[src/rtl/xmrx_pkg.sv]
// Shared types, protocol byte codes and the CRC-16 byte update for the XMODEM receiver.
package xmrx_pkg;

    // Block sizes and trailer constants
    localparam logic [10:0] LARGE_BLOCK = 11'd1024;
    localparam logic [10:0] SMALL_BLOCK = 11'd128;
    localparam logic [15:0] CRC_POLY    = 16'h1021;
    localparam logic [7:0]  NUM_MASK    = 8'hFF;

    // Reset values of the configuration registers
    localparam logic       USE_CRC_RST     = 1'b1;
    localparam logic [7:0] MAX_RETRIES_RST = 8'd10;

    // Configuration register indexes
    localparam logic [7:0] CFG_USE_CRC     = 8'd0;
    localparam logic [7:0] CFG_MAX_RETRIES = 8'd1;

    // Line characters
    localparam logic [7:0] B_SOH = 8'h01;
    localparam logic [7:0] B_STX = 8'h02;
    localparam logic [7:0] B_EOT = 8'h04;
    localparam logic [7:0] B_ACK = 8'h06;
    localparam logic [7:0] B_NAK = 8'h15;
    localparam logic [7:0] B_CAN = 8'h18;
    localparam logic [7:0] B_CST = 8'h43;

    typedef enum logic [1:0] {
        OP_START   = 2'd0,
        OP_BYTE    = 2'd1,
        OP_TIMEOUT = 2'd2,
        OP_CANCEL  = 2'd3
    } t_op;

    typedef enum logic [2:0] {
        PH_HUNT = 3'd0,
        PH_NUM  = 3'd1,
        PH_COMP = 3'd2,
        PH_DATA = 3'd3,
        PH_CHK1 = 3'd4,
        PH_CHK2 = 3'd5
    } t_phase;

    typedef enum logic [2:0] {
        ST_IDLE = 3'd0,
        ST_WAIT = 3'd1,
        ST_XFER = 3'd2,
        ST_DONE = 3'd3,
        ST_CANC = 3'd4,
        ST_ERR  = 3'd5
    } t_status;

    typedef enum logic [1:0] {
        VD_NONE   = 2'd0,
        VD_COMMIT = 2'd1,
        VD_REJECT = 2'd2
    } t_verdict;

    // One result item as it leaves the control core
    typedef struct packed {
        logic       reply_valid;
        logic [7:0] reply_byte;
        logic       payload_valid;
        logic [7:0] payload_byte;
        logic [9:0] payload_offset;
        t_verdict   packet_verdict;
        logic [7:0] packet_index;
        logic       large_block;
        t_status    transfer_status;
        logic [7:0] retries_used;
        logic       repeat3;        // cancel: the item yields three identical results
    } t_result;

    // Bytewise CRC-16, MSB first, poly 0x1021
    function automatic logic [15:0] crc16_byte(input logic [15:0] crc, input logic [7:0] b);
        logic [15:0] c;
        c = crc ^ {b, 8'h00};
        for (int i = 0; i < 8; i++) begin
            c = c[15] ? ({c[14:0], 1'b0} ^ CRC_POLY) : {c[14:0], 1'b0};
        end
        return c;
    endfunction

endpackage

[src/rtl/xmrx_ctrl.sv]
// Receiver control core: protocol state, config registers and per-request result logic.
module xmrx_ctrl (
    input  logic              i_clk,
    input  logic              i_rst_n,
    input  logic              i_step,       // request moves from input to result register
    input  logic [1:0]        i_op,
    input  logic [7:0]        i_byte,
    input  logic              i_cfg_we,
    input  logic [7:0]        i_cfg_index,
    input  logic [7:0]        i_cfg_data,
    output xmrx_pkg::t_result o_result
);

    xmrx_pkg::t_phase  r_phase,  n_phase;
    xmrx_pkg::t_status r_status, n_status;
    logic [7:0]  r_exp_num,  n_exp_num;
    logic [7:0]  r_got_num,  n_got_num;
    logic [7:0]  r_got_comp, n_got_comp;
    logic        r_large,    n_large;
    logic [10:0] r_offset,   n_offset;
    logic [15:0] r_crc,      n_crc;
    logic [7:0]  r_sum,      n_sum;
    logic [7:0]  r_chk_high, n_chk_high;
    logic [7:0]  r_retry,    n_retry;
    logic        r_use_crc;
    logic [7:0]  r_max_retries;

    xmrx_pkg::t_op op;
    logic        active;
    logic        retry_over;
    logic [7:0]  retry_inc;
    logic [10:0] offset_inc;
    logic        data_end;
    logic        judge_ev;
    logic        chk_ok;
    logic        num_ok;
    logic        pkt_accept;
    logic        pkt_dup;
    logic [7:0]  start_char;

    // Shared decode and packet judgment
    always_comb begin
        op         = xmrx_pkg::t_op'(i_op);
        active     = r_status inside {xmrx_pkg::ST_WAIT, xmrx_pkg::ST_XFER};
        retry_over = r_retry >= r_max_retries;
        retry_inc  = (r_retry == 8'hFF) ? r_retry : r_retry + 8'd1;
        offset_inc = r_offset + 11'd1;
        data_end   = offset_inc >= (r_large ? xmrx_pkg::LARGE_BLOCK : xmrx_pkg::SMALL_BLOCK);
        start_char = r_use_crc ? xmrx_pkg::B_CST : xmrx_pkg::B_NAK;
        judge_ev   = (op == xmrx_pkg::OP_BYTE) && active &&
                     (((r_phase == xmrx_pkg::PH_CHK1) && !r_use_crc) ||
                      (r_phase == xmrx_pkg::PH_CHK2));
        if (r_phase == xmrx_pkg::PH_CHK1) begin
            chk_ok = (i_byte == r_sum);
        end else begin
            chk_ok = !r_use_crc || ({r_chk_high, i_byte} == r_crc);
        end
        num_ok     = (r_got_num ^ r_got_comp) == xmrx_pkg::NUM_MASK;
        pkt_accept = num_ok && chk_ok && (r_got_num == r_exp_num);
        pkt_dup    = num_ok && chk_ok && !pkt_accept && (r_got_num == r_exp_num - 8'd1);
    end

    // Next state
    always_comb begin
        n_phase    = r_phase;
        n_status   = r_status;
        n_exp_num  = r_exp_num;
        n_got_num  = r_got_num;
        n_got_comp = r_got_comp;
        n_large    = r_large;
        n_offset   = r_offset;
        n_crc      = r_crc;
        n_sum      = r_sum;
        n_chk_high = r_chk_high;
        n_retry    = r_retry;
        case (op)
            xmrx_pkg::OP_START: begin
                if (!active) begin
                    n_exp_num = 8'd1;
                    n_retry   = '0;
                    n_phase   = xmrx_pkg::PH_HUNT;
                    n_status  = xmrx_pkg::ST_WAIT;
                end
            end
            xmrx_pkg::OP_BYTE: begin
                if (active) begin
                    case (r_phase)
                        xmrx_pkg::PH_HUNT: begin
                            if (i_byte == xmrx_pkg::B_EOT) begin
                                n_status = xmrx_pkg::ST_DONE;
                            end else if (i_byte == xmrx_pkg::B_CAN) begin
                                n_status = xmrx_pkg::ST_CANC;
                            end else if (i_byte inside {xmrx_pkg::B_SOH, xmrx_pkg::B_STX}) begin
                                n_large = (i_byte == xmrx_pkg::B_STX);
                                n_phase = xmrx_pkg::PH_NUM;
                            end
                        end
                        xmrx_pkg::PH_NUM: begin
                            n_got_num = i_byte;
                            n_phase   = xmrx_pkg::PH_COMP;
                        end
                        xmrx_pkg::PH_COMP: begin
                            n_got_comp = i_byte;
                            n_offset   = '0;
                            n_crc      = '0;
                            n_sum      = '0;
                            n_phase    = xmrx_pkg::PH_DATA;
                        end
                        xmrx_pkg::PH_DATA: begin
                            n_crc    = xmrx_pkg::crc16_byte(r_crc, i_byte);
                            n_sum    = r_sum + i_byte;
                            n_offset = offset_inc;
                            if (data_end) begin
                                n_phase = xmrx_pkg::PH_CHK1;
                            end
                        end
                        xmrx_pkg::PH_CHK1: begin
                            n_chk_high = i_byte;
                            n_phase    = r_use_crc ? xmrx_pkg::PH_CHK2 : xmrx_pkg::PH_HUNT;
                        end
                        xmrx_pkg::PH_CHK2: begin
                            n_phase = xmrx_pkg::PH_HUNT;
                        end
                        default: begin
                            n_phase = xmrx_pkg::PH_HUNT;
                        end
                    endcase
                    // trailer complete: verdict bookkeeping
                    if (judge_ev) begin
                        if (pkt_accept) begin
                            n_exp_num = r_exp_num + 8'd1;
                            n_retry   = '0;
                            n_status  = xmrx_pkg::ST_XFER;
                        end else if (pkt_dup) begin
                            n_retry = '0;
                        end else begin
                            n_retry = retry_inc;
                            if (retry_over) begin
                                n_status = xmrx_pkg::ST_ERR;
                            end
                        end
                    end
                end
            end
            xmrx_pkg::OP_TIMEOUT: begin
                if (active) begin
                    n_phase = xmrx_pkg::PH_HUNT;
                    n_retry = retry_inc;
                    if (retry_over) begin
                        n_status = xmrx_pkg::ST_ERR;
                    end
                end
            end
            xmrx_pkg::OP_CANCEL: begin
                n_phase  = xmrx_pkg::PH_HUNT;
                n_status = xmrx_pkg::ST_CANC;
            end
            default: begin
                n_phase = r_phase;
            end
        endcase
    end

    // Result fields
    always_comb begin
        o_result                 = '0;
        o_result.packet_verdict  = xmrx_pkg::VD_NONE;
        o_result.large_block     = n_large;
        o_result.transfer_status = n_status;
        o_result.retries_used    = n_retry;
        case (op)
            xmrx_pkg::OP_START: begin
                if (!active) begin
                    o_result.reply_valid = 1'b1;
                    o_result.reply_byte  = start_char;
                end
            end
            xmrx_pkg::OP_BYTE: begin
                if (active && (r_phase == xmrx_pkg::PH_HUNT) &&
                    (i_byte == xmrx_pkg::B_EOT)) begin
                    o_result.reply_valid = 1'b1;
                    o_result.reply_byte  = xmrx_pkg::B_ACK;
                end
                if (active && (r_phase == xmrx_pkg::PH_DATA)) begin
                    o_result.payload_valid  = 1'b1;
                    o_result.payload_byte   = i_byte;
                    o_result.payload_offset = r_offset[9:0];
                end
                if (judge_ev) begin
                    o_result.packet_index   = r_got_num;
                    o_result.packet_verdict = pkt_accept ? xmrx_pkg::VD_COMMIT
                                                         : xmrx_pkg::VD_REJECT;
                    if (pkt_accept || pkt_dup) begin
                        o_result.reply_valid = 1'b1;
                        o_result.reply_byte  = xmrx_pkg::B_ACK;
                    end else if (!retry_over) begin
                        o_result.reply_valid = 1'b1;
                        o_result.reply_byte  = xmrx_pkg::B_NAK;
                    end
                end
            end
            xmrx_pkg::OP_TIMEOUT: begin
                if (active && !retry_over) begin
                    o_result.reply_valid = 1'b1;
                    o_result.reply_byte  = start_char;
                end
            end
            xmrx_pkg::OP_CANCEL: begin
                o_result.reply_valid = 1'b1;
                o_result.reply_byte  = xmrx_pkg::B_CAN;
                o_result.repeat3     = 1'b1;
            end
            default: begin
                o_result.reply_valid = 1'b0;
            end
        endcase
    end

    // Protocol state
    always_ff @(posedge i_clk) begin
        if (!i_rst_n) begin
            r_phase    <= xmrx_pkg::PH_HUNT;
            r_status   <= xmrx_pkg::ST_IDLE;
            r_exp_num  <= 8'd1;
            r_got_num  <= '0;
            r_got_comp <= '0;
            r_large    <= 1'b0;
            r_offset   <= '0;
            r_crc      <= '0;
            r_sum      <= '0;
            r_chk_high <= '0;
            r_retry    <= '0;
        end else if (i_step) begin
            r_phase    <= n_phase;
            r_status   <= n_status;
            r_exp_num  <= n_exp_num;
            r_got_num  <= n_got_num;
            r_got_comp <= n_got_comp;
            r_large    <= n_large;
            r_offset   <= n_offset;
            r_crc      <= n_crc;
            r_sum      <= n_sum;
            r_chk_high <= n_chk_high;
            r_retry    <= n_retry;
        end
    end

    // Configuration registers
    always_ff @(posedge i_clk) begin
        if (!i_rst_n) begin
            r_use_crc     <= xmrx_pkg::USE_CRC_RST;
            r_max_retries <= xmrx_pkg::MAX_RETRIES_RST;
        end else if (i_cfg_we) begin
            if (i_cfg_index == xmrx_pkg::CFG_USE_CRC) begin
                r_use_crc <= i_cfg_data[0];
            end else if (i_cfg_index == xmrx_pkg::CFG_MAX_RETRIES) begin
                r_max_retries <= i_cfg_data;
            end
        end
    end

endmodule

[src/rtl/xmodem_receiver_unit.sv]
// Top level of the XMODEM receiver: stream ports, input register and result register.
//
//  channel   dir  handshake                        payload
//  s_axis    in   s_axis_tvalid / s_axis_tready    tuser = operation, tdata = rx_byte
//  m_axis    out  m_axis_tvalid / m_axis_tready    tdata = result fields, tlast = last
//  cfg       in   i_cfg_valid / o_cfg_ready        i_cfg_index, i_cfg_data
//
//  One request per cycle while m_axis takes every beat and no cancel repeat is pending; a
//  result passes the input register, then the result register, before it reaches m_axis.
//  The CRC byte update is computed combinationally from the input register.
//  Cancel yields three results, holding the input side for two extra output beats.
//  Reset (synchronous, active low) empties both registers and sets the transfer idle.
//  A stalled output fills the input register, then s_axis_tready drops.
module xmodem_receiver_unit (
    input  logic        i_clk,
    input  logic        i_rst_n,
    // request stream
    input  logic        s_axis_tvalid,
    output logic        s_axis_tready,
    input  logic [7:0]  s_axis_tdata,   // [7:0] rx_byte
    input  logic [1:0]  s_axis_tuser,   // [1:0] operation
    // result stream
    output logic        m_axis_tvalid,
    input  logic        m_axis_tready,
    output logic [55:0] m_axis_tdata,   // [0] reply_valid, [8:1] reply_byte,
                                        // [9] payload_valid, [17:10] payload_byte,
                                        // [27:18] payload_offset, [29:28] packet_verdict,
                                        // [37:30] packet_index, [38] large_block,
                                        // [41:39] transfer_status, [49:42] retries_used,
                                        // [55:50] zero
    output logic        m_axis_tlast,
    // configuration writes
    input  logic        i_cfg_valid,
    output logic        o_cfg_ready,
    input  logic [7:0]  i_cfg_index,
    input  logic [7:0]  i_cfg_data
);

    logic              r_in_valid;
    logic [1:0]        r_in_op;
    logic [7:0]        r_in_byte;
    logic              r_out_valid;
    logic [1:0]        r_out_rep;    // beats left after the current one
    xmrx_pkg::t_result r_out;
    xmrx_pkg::t_result w_result;
    logic              out_free;
    logic              step;

    // Handshake plumbing
    assign out_free      = !r_out_valid || (m_axis_tready && (r_out_rep == 2'd0));
    assign step          = r_in_valid && out_free;
    assign s_axis_tready = !r_in_valid || step;
    assign o_cfg_ready   = 1'b1;

    xmrx_ctrl u_ctrl (
        .i_clk       (i_clk),
        .i_rst_n     (i_rst_n),
        .i_step      (step),
        .i_op        (r_in_op),
        .i_byte      (r_in_byte),
        .i_cfg_we    (i_cfg_valid),
        .i_cfg_index (i_cfg_index),
        .i_cfg_data  (i_cfg_data),
        .o_result    (w_result)
    );

    // Input register
    always_ff @(posedge i_clk) begin
        if (!i_rst_n) begin
            r_in_valid <= 1'b0;
        end else if (s_axis_tready) begin
            r_in_valid <= s_axis_tvalid;
        end
    end

    always_ff @(posedge i_clk) begin
        if (s_axis_tready && s_axis_tvalid) begin
            r_in_op   <= s_axis_tuser;
            r_in_byte <= s_axis_tdata;
        end
    end

    // Result register with cancel repeat count
    always_ff @(posedge i_clk) begin
        if (!i_rst_n) begin
            r_out_valid <= 1'b0;
            r_out_rep   <= '0;
        end else if (step) begin
            r_out_valid <= 1'b1;
            r_out_rep   <= w_result.repeat3 ? 2'd2 : 2'd0;
        end else if (r_out_valid && m_axis_tready) begin
            if (r_out_rep != 2'd0) begin
                r_out_rep <= r_out_rep - 2'd1;
            end else begin
                r_out_valid <= 1'b0;
            end
        end
    end

    always_ff @(posedge i_clk) begin
        if (step) begin
            r_out <= w_result;
        end
    end

    assign m_axis_tvalid = r_out_valid;
    assign m_axis_tlast  = (r_out_rep == 2'd0);
    assign m_axis_tdata  = {6'd0, r_out.retries_used, r_out.transfer_status,
                            r_out.large_block, r_out.packet_index, r_out.packet_verdict,
                            r_out.payload_offset, r_out.payload_byte, r_out.payload_valid,
                            r_out.reply_byte, r_out.reply_valid};

    // Cancel repeats only ever carry CAN
    assert property (@(posedge i_clk) disable iff (!i_rst_n)
        (r_out_valid && (r_out_rep != 2'd0)) |->
            (r_out.reply_valid && (r_out.reply_byte == xmrx_pkg::B_CAN)))
        else $error("repeated beat is not a CAN reply");

    // A payload byte never comes with a reply or a verdict
    assert property (@(posedge i_clk) disable iff (!i_rst_n)
        (r_out_valid && r_out.payload_valid) |->
            (!r_out.reply_valid && (r_out.packet_verdict == xmrx_pkg::VD_NONE)))
        else $error("payload beat carries a reply or a verdict");

    // A held request is not lost while the result side is blocked
    assert property (@(posedge i_clk) disable iff (!i_rst_n)
        (r_in_valid && !out_free) |=> (r_in_valid && $stable(r_in_op) && $stable(r_in_byte)))
        else $error("pending request dropped or changed");

    // Input side only stalls behind a full input register
    assert property (@(posedge i_clk) disable iff (!i_rst_n)
        !s_axis_tready |-> (r_in_valid && r_out_valid))
        else $error("input stalled with room available");

    // A repeat count only follows a loaded cancel
    assert property (@(posedge i_clk) disable iff (!i_rst_n)
        (r_out_rep != 2'd0) |-> r_out_valid)
        else $error("repeat count without a result");

endmodule
[config.mk]
export PLATFORM = sky130hd
export DESIGN_NAME = xmodem_receiver_unit
export DESIGN_NICKNAME = d
export VERILOG_FILES = /design/src/rtl/xmrx_pkg.sv /design/src/rtl/xmrx_ctrl.sv /design/src/rtl/xmodem_receiver_unit.sv
export SDC_FILE = /design/constraint.sdc
export NUM_CORES = 1
export LEC_CHECK = 0
export ABC_AREA = 1
export BUFFER_PORTS_ARGS = -buffer_cell sky130_fd_sc_hd__buf_2
export CAP_MARGIN = 30
export CORE_ASPECT_RATIO = 0.8
export CORE_MARGIN = 10
export CORE_UTILIZATION = 65
export CTS_BUF_LIST = sky130_fd_sc_hd__clkbuf_8
export DETAILED_ROUTE_END_ITERATION = 6
export GPL_TIMING_DRIVEN = 0
export PLACE_DENSITY = 0.95
export SKIP_CTS_REPAIR_TIMING = 1
export SYNTH_ARGS = -nofsm -noshare
export SYNTH_HDL_FRONTEND = slang
export SYNTH_SLANG_ARGS = --single-unit
[constraint.sdc]
create_clock -name i_clk -period 4.75 [get_ports i_clk]
set_input_delay 0.95 -clock i_clk [delete_from_list [all_inputs] [get_ports i_clk]]
set_output_delay 0.95 -clock i_clk [all_outputs]
set_load 0.01 [all_outputs]
### Word-level counts from Yosys, hierarchy flattened

Cells that the tools add are included.

* word-level logic and storage cells: 198
* output and inout port bits: 60
* register bits after elaboration: 155
* bits of input ports: 31

* bitwise logic cells: 11
* reduce and logical (&&, ||, !) cells: 48
* eq/ne operators: 31
* mux-type cells: 72
* add/sub/neg operators: 6
* order comparisons: 2

Operators by type and width (number)
* $mux 13: 8
* $mux 8: 11
* $mux 3: 19
* $mux 9: 6
* $pmux 9 s4: 1
* $pmux 16 s2: 1
* $pmux 8 s2: 2
* $eq 8x8->1: 3
* $not 3->3: 8
* $pmux 3 s4: 2
* $pmux 8 s3: 1
* $pmux 11 s2: 1
* $mux 19: 1
* $add 8x1->8 const B: 2
* $eq 16x16->1: 1
* $eq 8x1->1 const B: 2
* $eq 8x8->1 const B: 2
* $reduce_and 4->1: 4
* $xor 16x16->16: 1
* $logic_and 1x1->1: 15
* $pmux 3 s5: 1
* $reduce_bool 2->1: 7
* $add 11x1->11 const B: 1
* $ge 11x11->1: 1
* other kinds (31): 69

### Logic depth before layout (Yosys ltp)

* depth after elaboration: 18
* gate-level depth with buffers: 19
* gate-level depth less buffers: 19

### Cells and area by module

From an unflattened synthesis, not the netlist that was laid out.

* cells, all modules: 1121
* area total of the unflattened synthesis: 8557.0 µm²

Modules (own cells, without submodules)
* xmrx_ctrl: area an instance 6470.0 µm², seq. area each 1821.7 µm², instances 1, cells an instance 1017
* xmodem_receiver_unit: area an instance 2087.0 µm², seq. area each 1881.8 µm², instances 1, cells an instance 104

### Worst setup path before layout

Ideal clock, no wire load.

* kind: input to register
* from: in m_axis_tready
* to: reg u_ctrl.r_retry[0]
* data arrival time: 2.343 ns
* buffers on the path: 1
* setup time: 0.110 ns
* setup slack: 2.297 ns
* data required time: 4.640 ns
* cell stages on the path: 8
* cells stage by stage: inv_2 o21ai_2 inv_2 nor2_2 buf_2 nand4_1 nand2_1 inv_1

* cells in the longest elaborated chain, start to end: 3

Ends and longest elaborated chain
* start: declaration: line xmodem_receiver_unit.sv:24 `input logic m_axis_tready,`
* $logic_and 1x1->1: line xmodem_receiver_unit.sv:50 `assign out_free = !r_out_valid || (m_axis_tready && (r_out_rep == 2'd0));`
* $logic_or 1x1->1: line xmodem_receiver_unit.sv:50
* $logic_and 1x1->1: line xmodem_receiver_unit.sv:51 `assign step = r_in_valid && out_free;`
* via step: line xmodem_receiver_unit.sv:47 `logic step;`
* end signal: assignment: line xmrx_ctrl.sv:244 `r_retry <= n_retry;`
* end: declaration: line xmrx_ctrl.sv:24 `logic [7:0] r_retry, n_retry;`

The timed path passes the listed nets, and every way through them passes these cells.
A chain may end at the register's enable or synchronous reset.

### Worst setup path in the final report

* from: reg u_ctrl.r_offset[3]
* to: reg u_ctrl.r_phase[2]

* cells in the longest elaborated chain, start to end: 4

Ends and longest elaborated chain
* start: declaration: line xmrx_ctrl.sv:20 `logic [10:0] r_offset, n_offset;`
* start signal: assignment: line xmrx_ctrl.sv:240 `r_offset <= n_offset;`
* $add 11x1->11: line xmrx_ctrl.sv:47 `offset_inc = r_offset + 11'd1;`
* $ge 11x11->1: line xmrx_ctrl.sv:48 `data_end = offset_inc >= (r_large ? xmrx_pkg::LARGE_BLOCK : xmrx_pkg::SMALL_BLOCK);`
* $ne 3x2->1 (no line)
* $reduce_and 8->1 (no line)
* end signal: assignment: line xmrx_ctrl.sv:222 `r_phase <= xmrx_pkg::PH_HUNT;`
* end signal: assignment: line xmrx_ctrl.sv:234 `r_phase <= n_phase;`
* end: declaration: line xmrx_ctrl.sv:14 `xmrx_pkg::t_phase r_phase, n_phase;`

No other way between the ends.

==> impl_metrics.py <==
metrics = {
    "status": {
        "status": "completed",
    },
    "floorplan": {
        "dieArea_um2": 17780,
        "fp.dieH_um": 121.3,
        "die_w_um": 146.6,
        "rows": 36,
        "core_area_um2": 12340,
        "start_util_pct": 67.51,
        "pin_count": 91,
    },
    "clock_tree": {
        "cts.sinks": 153,
        "clk_pin_slew_ps": 90,
        "cts_tree": "yes",
        "clk_path_buf_depth": 2,
        "cts_buffers": 17,
        "cts-root-buf": "clkbuf_8",
        "cts-htree-levels": 4,
        "clk_latency_ps": 480,
    },
    "routing": {
        "num_vias": 8004,
        "drt_pass1_iterations": 6,
        "wire_per_inst_um": 15.82,
        "vias_per_cell": 5.673,
        "drcViolationCount": 0,
        "first_iter_violations": 1038,
        "ant_nets": 0,
        "wl_um": 22330,
    },
    "worst_setup_path": {
        "cpLargestDelayFamily": "simple AND/OR/NAND/NOR gates",
        "criticalPathCategory": "flop to flop",
        "cp.required_ps": 5170,
        "worstSetupStartpointType": "flop",
        "worst_setup_path_end_kind": "flop",
        "path_common_cell": "nand2_1",
        "crit_path_max_fanout": 4,
        "crit_buf_inv": 1,
        "path_cells": "inv_1, nor3_1, nand2_1, nor3_1, xor2_1, ha_1, nand3_1, nor3_1, nand3_1, nand3_1, nand2_1, nand2_1, nand2_1, nand2_1, nand2_1, nand2_1, nand2_1, nor2_1",
        "crit_arrival_ps": 3260,
        "critical_path.max_stage_delay_ps": 410,
        "slowest_stage": "dfxtp_1",
    },
    "grt": {
        "grtUsageTotal_pct": 24.71,
        "grt_pass1_vias": 7542,
        "grt_pass1_wl_um": 36000,
        "antenna_found_initial": 0,
        "grt_max_degree": 39,
        "overflow": 0,
    },
    "finish": {
        "final_util_pct": 76.07,
        "diodes": 0,
        "area_delta_synth_final_pct": 12.69,
        "nFillCells": 898,
        "drive_gt1_share_pct": 14.60,
        "nNetsFinal": 1281,
    },
    "timing": {
        "finalMaxSlewViolations": 0,
        "period_share_pct": 59.85,
        "hold_violations": 0,
        "tightest_slew_ps": 783.0,
        "whs_ps": 439.5,
        "setup_viol": 0,
        "setup_ws_ps": 1907,
        "period_needed_ps": 2843,
        "grt_setup_unrepaired": "no",
        "fmax_mhz": 351.8,
        "fin_tns_setup_ps": 0,
        "clock-skew-final_ps": 13.42,
        "relSlewSlack_pct": 47.80,
    },
    "power": {
        "p_comb_share_pct": 12.3,
        "power_frac_clock_pct": 36.1,
        "p_int_mw": 2.032,
        "ir_worst_vdd_v": 0.0002276,
        "p_switching_uw": 766.3,
        "power_per_cell_area_nw_per_um2": 298.0,
        "leakage_nw": 4.166,
        "seqPwrFrac_pct": 51.6,
        "p_total_mw": 2.798,
        "p_sw_share_pct": 27.38,
    },
    "yosys": {
        "synthArstFlopShare_pct": 0,
        "netlist_instances": 1119,
        "yosysWarnings": 0,
        "seq_area_frac_synth_pct": 43.73,
        "syn_area_um2": 8332,
        "ys_types": 43,
        "ys_seq_elements": 153,
        "avgSynthCellArea_um2": 7.446,
        "synth_ff_type": "dfxtp_1",
        "synth_edf_count": 58,
    },
    "flow_run": {
        "max_cap_viol_count": 0,
    },
    "hold_path": {
        "hp-class": "flop to flop",
    },
    "placed_design": {
        "gp_congestion": 0.9791,
        "placement.io_buffers": 81,
        "dp_hpwl_um": 16190,
        "place_ws_ps": 1902,
    },
}
[placed cells by master (no fill, tap or decap), types with 22 or more instances in the layout]
master / instances
xor2_1: 22
nor2_1: 107
nand3_1: 53
edfxtp_1: 58
nand2_1: 271
dfxtp_1: 95
inv_1: 146
a21oi_1: 110
o21ai_0: 61
ha_1: 22
buf_2: 91
nand4_1: 24
[synthesized netlist by cell type, types with 3 or more instances]
cell	instances	area share [%]
nand4_1	24	1.8
edfxtp_1	58	21
inv_1	144	6.5
ha_1	22	3.3
nor2_1	107	4.8
o21ai_1	6	0.36
buf_2	10	0.60
inv_2	18	0.81
buf_4	12	1.1
nand3_1	53	3.2
clkbuf_1	15	0.68
a211oi_1	4	0.36
a21oi_1	110	6.6
xnor2_1	18	1.9
o211ai_1	5	0.45
nor3_1	15	0.90
dfxtp_1	95	23
nor2_4	7	0.95
xor2_1	22	2.3
nand2_1	271	12
a31oi_1	3	0.23
a22oi_1	4	0.36
o21ai_0	61	3.7
or2_2	8	0.60
[worst reg2reg max path, cell delays in order, from the launching register on]
cell and delay [ps]:
dfxtp_1 410, inv_1 100, nor3_1 290, nand2_1 140
nor3_1 210, xor2_1 140, ha_1 300, nand3_1 80
nor3_1 260, nand3_1 100, nand3_1 90, nand2_1 60
nand2_1 80, nand2_1 60, nand2_1 90, nand2_1 110
nand2_1 100, nand2_1 70, nor2_1 100
[routing by layer]
layer,up-vias,GRT usage (%),routed length (um)
met2,503,38.70,9704
li1,3831,-,-
met3,87,7.193,2755
met5,-,0,0
met1,3583,31.15,9206
met4,0,11.05,663
[kinds of logic after synthesis]
family                   Yosys count  share of synthesized area (%)
other                              2                        0.09014
adder cells (fa/ha/maj)           23                          3.544
AO/OA/AOI/OAI                    199                          12.64
XOR/XNOR                          40                          4.205
flip-flops                       153                          43.73
buffers and inverters            204                          10.08
AND/OR/NAND/NOR                  498                          25.71
[registers in the layout, indices dropped and copies added (netlist names), 8 cells and up]
register              flops
u_ctrl.r_exp_num          8
u_ctrl.r_offset          11
u_ctrl.r_sum              8
r_in_byte                 8
u_ctrl.r_got_comp         8
u_ctrl.r_crc             16
u_ctrl.r_max_retries      8
u_ctrl.r_retry            8
u_ctrl.r_got_num          8
m_axis_tdata             48
u_ctrl.r_chk_high         8
[cell type report]
type	instances	area (um^2)	share of cell area, %
buffer	40	224.0	2.385
clock buffer	17	234.0	2.492
clock inverter	15	157.7	1.679
inverter	164	615.6	6.557
multi-input combinational	769	3875	41.27
sequential	153	3643	38.81
tap	171	214.0	2.279
timing repair buffer	82	425.4	4.531
[through the flow]
stage	area, um^2	instances
6_report	9389	1411
5_1_grt	9389	1411
4_1_cts	9389	1411
3_5_place_dp	8997	1379
3_3_place_gp	8977	1378
2_1_floorplan	8358	1126
[power by group through the flow]
| stage | Sequential [mW] | Clock [mW] | Combinational (mW) |
|---|---|---|---|
| floorplan | 1.47 | 0 | 0.216 |
| global placement | 1.47 | 0 | 0.321 |
| detailed placement | 1.47 | 0 | 0.332 |
| CTS | 1.44 | 1.01 | 0.336 |
| global route | 1.45 | 1.06 | 0.381 |
| finish | 1.44 | 1.01 | 0.345 |
[worst paths after layout]
check / from / to / slack [ps] / depth (start not counted)
setup / recovery: u_ctrl.r_offset[3]$_SDFFE_PN0P_ / u_ctrl.r_phase[2]$_SDFFE_PN0P_ / 1910 / 18
hold / removal: r_out_rep[0]$_SDFFE_PN0P_ / r_out_rep[0]$_SDFFE_PN0P_ / 440 / 1
setup reg to reg: u_ctrl.r_offset[3]$_SDFFE_PN0P_ / u_ctrl.r_phase[2]$_SDFFE_PN0P_ / 1910 / 18
hold reg to reg: r_out_rep[0]$_SDFFE_PN0P_ / r_out_rep[0]$_SDFFE_PN0P_ / 440 / 1
No activity file was read; power rests on OpenSTA's default activity.
